==> src/rtl/slm_pkg.sv <==
// Shared types and constants for the sorted list merge block.
package slm_pkg;

   localparam int unsigned LIST_DEPTH_DEF = 32;
   localparam int unsigned VALUE_W        = 32;
   localparam int unsigned REQ_TYPE_W     = 2;

   // Request codes
   localparam logic [REQ_TYPE_W-1:0] REQ_LOAD_A = 2'd0;
   localparam logic [REQ_TYPE_W-1:0] REQ_LOAD_B = 2'd1;
   localparam logic [REQ_TYPE_W-1:0] REQ_START  = 2'd2;

   typedef logic signed [VALUE_W-1:0] value_type;

   typedef struct packed {
      logic [REQ_TYPE_W-1:0] req_type;
      value_type             value;
   } req_payload_type;

   typedef struct packed {
      value_type merged_value;
      logic      last;
   } rsp_payload_type;

endpackage

==> src/rtl/slm_list_ram.sv <==
// One list store: single write port, single read port with registered read data.
module slm_list_ram #(
   parameter int unsigned LIST_DEPTH = slm_pkg::LIST_DEPTH_DEF,
   parameter int unsigned AW         = (LIST_DEPTH > 1) ? $clog2(LIST_DEPTH) : 1
) (
   input  logic                clock,
   input  logic                wr_en,
   input  logic [AW-1:0]       wr_addr,
   input  slm_pkg::value_type  wr_data,
   input  logic [AW-1:0]       rd_addr,
   output slm_pkg::value_type  rd_data
);

   slm_pkg::value_type mem [LIST_DEPTH];
   slm_pkg::value_type rd_data_ff;

   always_ff @(posedge clock) begin
      if (wr_en) begin
         mem[wr_addr] <= wr_data;
      end
   end

   always_ff @(posedge clock) begin
      rd_data_ff <= mem[rd_addr];
   end

   assign rd_data = rd_data_ff;

endmodule

==> src/rtl/slm_merge_ctrl.sv <==
// Load bookkeeping, merge sequencer and result register.
module slm_merge_ctrl #(
   parameter int unsigned LIST_DEPTH = slm_pkg::LIST_DEPTH_DEF,
   parameter int unsigned AW         = (LIST_DEPTH > 1) ? $clog2(LIST_DEPTH) : 1
) (
   input  logic                     clock,
   input  logic                     reset,
   input  logic                     req_valid,
   output logic                     req_ready,
   input  slm_pkg::req_payload_type req,
   output logic                     rsp_valid,
   input  logic                     rsp_ready,
   output slm_pkg::rsp_payload_type rsp,
   output logic                     we_a,
   output logic                     we_b,
   output logic [AW-1:0]            wr_addr,
   output slm_pkg::value_type       wr_data,
   output logic [AW-1:0]            rd_addr_a,
   output logic [AW-1:0]            rd_addr_b,
   input  slm_pkg::value_type       rd_data_a,
   input  slm_pkg::value_type       rd_data_b,
   output logic                     merge_busy
);

   localparam int unsigned CW = $clog2(LIST_DEPTH + 1);

   localparam logic ST_IDLE  = 1'b0;
   localparam logic ST_MERGE = 1'b1;

   logic                     state_ff, state_in;
   logic [CW-1:0]            count_a_ff, count_a_in;
   logic [CW-1:0]            count_b_ff, count_b_in;
   logic [CW-1:0]            idx_a_ff, idx_a_in;
   logic [CW-1:0]            idx_b_ff, idx_b_in;
   logic [CW:0]              remain_ff, remain_in;
   logic                     rsp_valid_ff, rsp_valid_in;
   slm_pkg::rsp_payload_type rsp_ff, rsp_in;

   logic accept, have_a, have_b, take_a, advance, final_pick;

   always_comb begin
      state_in     = state_ff;
      count_a_in   = count_a_ff;
      count_b_in   = count_b_ff;
      idx_a_in     = idx_a_ff;
      idx_b_in     = idx_b_ff;
      remain_in    = remain_ff;
      rsp_valid_in = rsp_valid_ff;
      rsp_in       = rsp_ff;

      req_ready = (state_ff == ST_IDLE);
      accept    = req_valid && req_ready;

      we_a = accept && (req.req_type == slm_pkg::REQ_LOAD_A)
             && (count_a_ff < CW'(LIST_DEPTH));
      we_b = accept && (req.req_type == slm_pkg::REQ_LOAD_B)
             && (count_b_ff < CW'(LIST_DEPTH));
      wr_addr = we_a ? count_a_ff[AW-1:0] : count_b_ff[AW-1:0];
      wr_data = req.value;

      have_a     = idx_a_ff < count_a_ff;
      have_b     = idx_b_ff < count_b_ff;
      take_a     = have_a && (!have_b || (rd_data_a <= rd_data_b));
      advance    = (state_ff == ST_MERGE) && (!rsp_valid_ff || rsp_ready);
      final_pick = (remain_ff == (CW+1)'(1));

      if (we_a) begin
         count_a_in = count_a_ff + CW'(1);
      end
      if (we_b) begin
         count_b_in = count_b_ff + CW'(1);
      end

      // Empty start produces nothing and leaves the counts at zero
      if (accept && (req.req_type == slm_pkg::REQ_START)
          && ((count_a_ff != '0) || (count_b_ff != '0))) begin
         state_in  = ST_MERGE;
         remain_in = {1'b0, count_a_ff} + {1'b0, count_b_ff};
      end

      if (rsp_valid_ff && rsp_ready) begin
         rsp_valid_in = 1'b0;
      end

      if (advance) begin
         rsp_valid_in        = 1'b1;
         rsp_in.merged_value = take_a ? rd_data_a : rd_data_b;
         rsp_in.last         = final_pick;
         remain_in           = remain_ff - (CW+1)'(1);
         if (take_a) begin
            idx_a_in = idx_a_ff + CW'(1);
         end else begin
            idx_b_in = idx_b_ff + CW'(1);
         end
         if (final_pick) begin
            state_in   = ST_IDLE;
            count_a_in = '0;
            count_b_in = '0;
            idx_a_in   = '0;
            idx_b_in   = '0;
         end
      end

      // Address by next index so the read data lines up with the head registers
      rd_addr_a = idx_a_in[AW-1:0];
      rd_addr_b = idx_b_in[AW-1:0];
   end

   always_ff @(posedge clock) begin
      if (reset) begin
         state_ff     <= ST_IDLE;
         count_a_ff   <= '0;
         count_b_ff   <= '0;
         idx_a_ff     <= '0;
         idx_b_ff     <= '0;
         remain_ff    <= '0;
         rsp_valid_ff <= 1'b0;
      end else begin
         state_ff     <= state_in;
         count_a_ff   <= count_a_in;
         count_b_ff   <= count_b_in;
         idx_a_ff     <= idx_a_in;
         idx_b_ff     <= idx_b_in;
         remain_ff    <= remain_in;
         rsp_valid_ff <= rsp_valid_in;
      end
   end

   always_ff @(posedge clock) begin
      rsp_ff <= rsp_in;
   end

   assign rsp_valid  = rsp_valid_ff;
   assign rsp        = rsp_ff;
   assign merge_busy = (state_ff == ST_MERGE);

endmodule

==> src/rtl/sorted_list_merge.sv <==
// Top level of the sorted list merge block.
//
// Load requests (A or B) write one signed value per cycle into that list's
// store; a load into a full list is dropped. A start request streams out
// the two-way merge in ascending order, one result per cycle while the
// consumer keeps rsp_ready high. A start with nA and nB stored entries
// yields nA + nB results, the final one flagged with last. Ties go to list
// A. The rate is set by the two list stores: each has one read port with a
// registered read, and the sequencer holds each list's head in that read
// register, addressing the next entry in the same cycle it consumes the
// current one. Requests are held off (req_ready low) for the length of a
// merge; a start with both lists empty yields no result. After a merge
// both lists are empty again. A result waiting in the output register does
// not block the next load or start. Entries are only read after being
// written, so the stores need no clearing after reset.
module sorted_list_merge #(
   parameter int unsigned LIST_DEPTH = slm_pkg::LIST_DEPTH_DEF
) (
   input  logic                     clock,
   input  logic                     reset,
   input  logic                     req_valid,
   output logic                     req_ready,
   input  slm_pkg::req_payload_type req,
   output logic                     rsp_valid,
   input  logic                     rsp_ready,
   output slm_pkg::rsp_payload_type rsp
);

   localparam int unsigned AW = (LIST_DEPTH > 1) ? $clog2(LIST_DEPTH) : 1;

   logic               we_a, we_b, merge_busy;
   logic [AW-1:0]      wr_addr, rd_addr_a, rd_addr_b;
   slm_pkg::value_type wr_data, rd_data_a, rd_data_b;

   // Sequencer: counts, indices, compare and result register
   slm_merge_ctrl #(
      .LIST_DEPTH (LIST_DEPTH),
      .AW         (AW)
   ) u_ctrl (
      .clock      (clock),
      .reset      (reset),
      .req_valid  (req_valid),
      .req_ready  (req_ready),
      .req        (req),
      .rsp_valid  (rsp_valid),
      .rsp_ready  (rsp_ready),
      .rsp        (rsp),
      .we_a       (we_a),
      .we_b       (we_b),
      .wr_addr    (wr_addr),
      .wr_data    (wr_data),
      .rd_addr_a  (rd_addr_a),
      .rd_addr_b  (rd_addr_b),
      .rd_data_a  (rd_data_a),
      .rd_data_b  (rd_data_b),
      .merge_busy (merge_busy)
   );

   // List A store
   slm_list_ram #(
      .LIST_DEPTH (LIST_DEPTH),
      .AW         (AW)
   ) u_ram_a (
      .clock   (clock),
      .wr_en   (we_a),
      .wr_addr (wr_addr),
      .wr_data (wr_data),
      .rd_addr (rd_addr_a),
      .rd_data (rd_data_a)
   );

   // List B store
   slm_list_ram #(
      .LIST_DEPTH (LIST_DEPTH),
      .AW         (AW)
   ) u_ram_b (
      .clock   (clock),
      .wr_en   (we_b),
      .wr_addr (wr_addr),
      .wr_data (wr_data),
      .rd_addr (rd_addr_b),
      .rd_data (rd_data_b)
   );

`ifndef NO_ASSERTIONS
   // Hold off every request while a merge is streaming
   a_busy_blocks_req: assert property (@(posedge clock) disable iff (reset)
      merge_busy |-> !req_ready)
      else $error("request accepted during merge");

   // A merge only begins on an accepted start request
   a_merge_from_start: assert property (@(posedge clock) disable iff (reset)
      $rose(merge_busy) |-> $past(req_valid && req_ready
                                  && (req.req_type == slm_pkg::REQ_START)))
      else $error("merge began without a start request");

   // The merge ends exactly when the final result has been registered
   a_end_with_last: assert property (@(posedge clock) disable iff (reset)
      $fell(merge_busy) |-> (rsp_valid && rsp.last))
      else $error("merge ended without a final result");
`endif

endmodule

==> config.mk <==
export PLATFORM = sky130hd
export DESIGN_NAME = sorted_list_merge
export DESIGN_NICKNAME = d
export VERILOG_FILES = /design/src/rtl/slm_pkg.sv /design/src/rtl/slm_list_ram.sv /design/src/rtl/slm_merge_ctrl.sv /design/src/rtl/sorted_list_merge.sv
export SDC_FILE = /design/constraint.sdc
export NUM_CORES = 2
export LEC_CHECK = 0
export ABC_CLOCK_PERIOD_IN_PS = 8600
export BUFFER_PORTS_ARGS = -buffer_cell sky130_fd_sc_hd__buf_4
export CORE_UTILIZATION = 50
export CTS_CLUSTER_SIZE = 10
export DETAILED_ROUTE_END_ITERATION = 12
export GPL_ROUTABILITY_DRIVEN = 0
export PLACE_DENSITY = 0.65
export SLEW_MARGIN = 40
export SYNTH_ARGS = -nofsm -noshare
export SYNTH_HDL_FRONTEND = slang
export SYNTH_SLANG_ARGS = --single-unit
==> constraint.sdc <==
create_clock -name clock -period 8.6 [get_ports clock]
set_input_delay 1.72 -clock clock [delete_from_list [all_inputs] [get_ports clock]]
set_output_delay 1.72 -clock clock [all_outputs]
set_load 0.005 [all_outputs]
==> summary.txt <==
Total Wirelength -> 265 mm
Die height -> 418 um
Post-synth top area cell -> edfxtp_1
Clock tree buffer depth -> 3
Most used cell, CP -> buf_4
Setup_tns -> 0 ns
Worst Tran Pin Value -> 0.947 ns
RSZ-0062 raised after global routing -> no
Critical path class -> flip-flop to flip-flop
Largest net degree at the start of global routing -> 171
Die width -> 418 um
Achievable Freq -> 0.147 GHz
Rows -> 152
Routed len/inst -> 31.1 um
Clock Tree Root -> clkbuf_16
Rel. slew slack -> 36.2%
DR iter-0 viols -> 7883
Post-synth EDFFs -> 2081
Setup Fix Bufs, Post-CTS -> 0
Mapped Area -> 86500 um^2
Syn_area_per_cell -> 14.3 um^2
Critical path data required time -> 9.27 ns
Final Net Count -> 6143
Clock Pin Slew Worst Setup and Hold Paths -> 0.06 ns
Leak -> 30.7 nW
Tmin final -> 6.82 ns
IO Port Bufs -> 72
Synth area leaders -> edfxtp_1 (72%), nand2_1 (4.4%), a211oi_1 (3.3%)
Slowest cell on crit path -> nor4_1
Cell Chain, Critical Path -> ha_1 > nand4_1 > nor4_1 > a21bo_2 > a31oi_1 > o311a_1 > nor2_4 > or3_1 > o22ai_4 > buf_4 > buf_4 > a2111oi_0 > a22oi_1 > nand3_1
Clk_lat worst skew -> 0.87 ns
Via count -> 55500
Final Util -> 56.6%
Status -> finished clean
DRC violations left -> 0
TritonRoute pass-1 iters -> 7
Nature of the critical path startpoint -> flip-flop
DR vias/cell -> 6.52
Mapped Nets -> 6142
Die area -> 175000 um^2
Max FO, Critical Path -> 46
CP max stage delay -> 0.72 ns
PnR Total Power -> 22.2 mW
CTS Hold Bufs -> 0
Fraction of registers with async set/reset -> 0%
Pwr/cell area -> 228 nW/um^2
CTS Buf Count -> 239
CTS Sinks -> 2178
Finish-stage setup viols -> 0
First-pass GRT wire length -> 379 mm
Initial core utilization -> 50.4%
Top cells by count, synth -> edfxtp_1 (2081), nand2_1 (1010), a211oi_1 (380), clkbuf_1 (375), nand3_1 (336)
Antenna-violating nets left -> 0
Main flop type after synthesis -> edfxtp_1
Initial antenna violation count -> 18
Hold Crit Class -> flip-flop to flip-flop
Most common cell in the synthesized netlist -> edfxtp_1
Max VDD drop -> 0.216 mV
TritonCTS clock tree -> done
Core Region -> 172000 um^2
Crit end category -> flip-flop
HPWL after DPL -> 139 mm
# resized after CTS -> 0
Htree depth -> 4
Sequential fraction of the synthesis area -> 74.5%
Layout cells sized above 1 -> 10.2%
Vias in the first global route -> 53500
Total track usage -> 30.0%
Distinct cells, synth -> 65
Fin. max-slew vios -> 0
Yosys Warn Count -> 0
Synth top area share -> 72.2%
Fin. Hold Viols -> 0
Area growth syn-to-layout -> 12.5%
CP arrival -> 7.49 ns
Synth Instances -> 6047
Worst Clk Skew -> 0.0467 ns
Fin crit share -> 79.3%
Boundary Pins -> 73
Max-Cap Viols -> 0
Seq cells post-synth -> 2178
Congestion Overflow GR -> 0
## layer usage
layer | routed length, um | global-route usage (%) | vias to the layer above | part of all wire, %
met1 | 103000 | 41.3 | 28100 | 39
met3 | 27900 | 6.37 | 551 | 11
met2 | 122000 | 46.2 | 3258 | 46
li1 | - | - | 23600 | -
met4 | 12100 | 13.5 | 12 | 4.6
met5 | 79 | 0 | - | 0.030
## report_power, final
part	internal (mW)	switching, mW	total, mW	leakage, nW
sequential	11.7	0.0852	11.8	19.5
combinational	0.287	0.935	1.22	7.98
clock	5.18	3.98	9.16	3.25
## placed cells by master, fill, tap and decap left out, types with 53 or more instances in the layout
| master | netlist | routed |
|---|---|---|
| nand3_1 | 336 | 332 |
| clkbuf_1 | 375 | 137 |
| a2111oi_0 | 66 | 65 |
| nor2_4 | 0 | 66 |
| a221oi_1 | 66 | 66 |
| o21ai_0 | 74 | 69 |
| edfxtp_1 | 2081 | 2081 |
| a31oi_1 | 103 | 101 |
| dfxtp_1 | 97 | 97 |
| a21oi_1 | 101 | 101 |
| ha_1 | 56 | 56 |
| nand4_1 | 175 | 175 |
| inv_1 | 54 | 53 |
| clkbuf_16 | 0 | 241 |
| and3_1 | 228 | 228 |
| mux2i_1 | 136 | 136 |
| nor3_1 | 71 | 54 |
| a211oi_1 | 380 | 380 |
| nand2_1 | 1010 | 997 |
| and4_1 | 95 | 95 |
| buf_4 | 3 | 186 |
## metrics by stage
stage          setup WS (ns)  hold slack, ns  instance area [um^2]  instances
2_1_floorplan           3.55           0.445                 86500       6047
3_3_place_gp            1.98           0.468                 90000       8103
3_5_place_dp            2.00           0.488                 90200       8109
4_1_cts                 1.96           0.495                 97000       8507
5_1_grt                 1.79           0.516                 97300       8515
6_report                1.78           0.494                 97300       8520
## critical path, delay by kind of cell, from the launching register on
family,cells,cell delay (ns)
AO/OA/AOI/OAI,6,2.59
AND/OR/NAND/NOR,5,1.92
flip-flops,1,0.37
adder cells (fa/ha/maj),1,0.31
buffers and inverters,2,1.35
## sequential cells by signal, summed over array words and instances (netlist names)
signal / count
u_ram_a.mem: 1024
u_ram_b.mem: 1024
u_ctrl.rsp: 33
u_ram_a.rd_data: 32
u_ram_b.rd_data: 32
u_ctrl.remain_ff: 7
u_ctrl.count_a_ff: 6
u_ctrl.count_b_ff: 6
u_ctrl.idx_a_ff: 6
u_ctrl.idx_b_ff: 6
u_ctrl.merge_busy: 1
u_ctrl.rsp_valid: 1
## final timing paths
check,startpoint,end,slack [ns],depth (start not counted)
hold reg to reg,u_ctrl.remain_ff[6],u_ctrl.remain_ff[6],0.49,2
setup / recovery,u_ram_a.rd_data[4],u_ram_b.rd_data[11],1.78,14
setup reg to reg,u_ram_a.rd_data[4],u_ram_b.rd_data[11],1.78,14
hold / removal,u_ctrl.remain_ff[6],u_ctrl.remain_ff[6],0.49,2
## layout make-up
type / instances / area, um^2
timing repair buffer: 230 / 2150
clock buffer: 380 / 6570
multi-input combinational: 3345 / 20800
fill: 13400 / 74400
sequential: 2178 / 64400
clock inverter: 18 / 218
tap: 2310 / 2890
antenna: 5 / 12.5
inverter: 54 / 203
## cell families (layout without fill, tap and decap cells)
| kind of cell | after synthesis | in the layout | share of synthesized area (%) |
|---|---|---|---|
| buffers and inverters | 524 | 682 | 2.40 |
| XOR/XNOR | 14 | 14 | 0.142 |
| AND/OR/NAND/NOR | 2100 | 2100 | 11.7 |
| adder cells (fa/ha/maj) | 57 | 57 | 0.833 |
| flip-flops | 2178 | 2178 | 74.5 |
| AO/OA/AOI/OAI | 1037 | 1037 | 8.87 |
| other | 0 | 5 | 0 |
| multiplexers | 137 | 137 | 1.59 |
No activity file was read; power rests on OpenSTA's default activity.
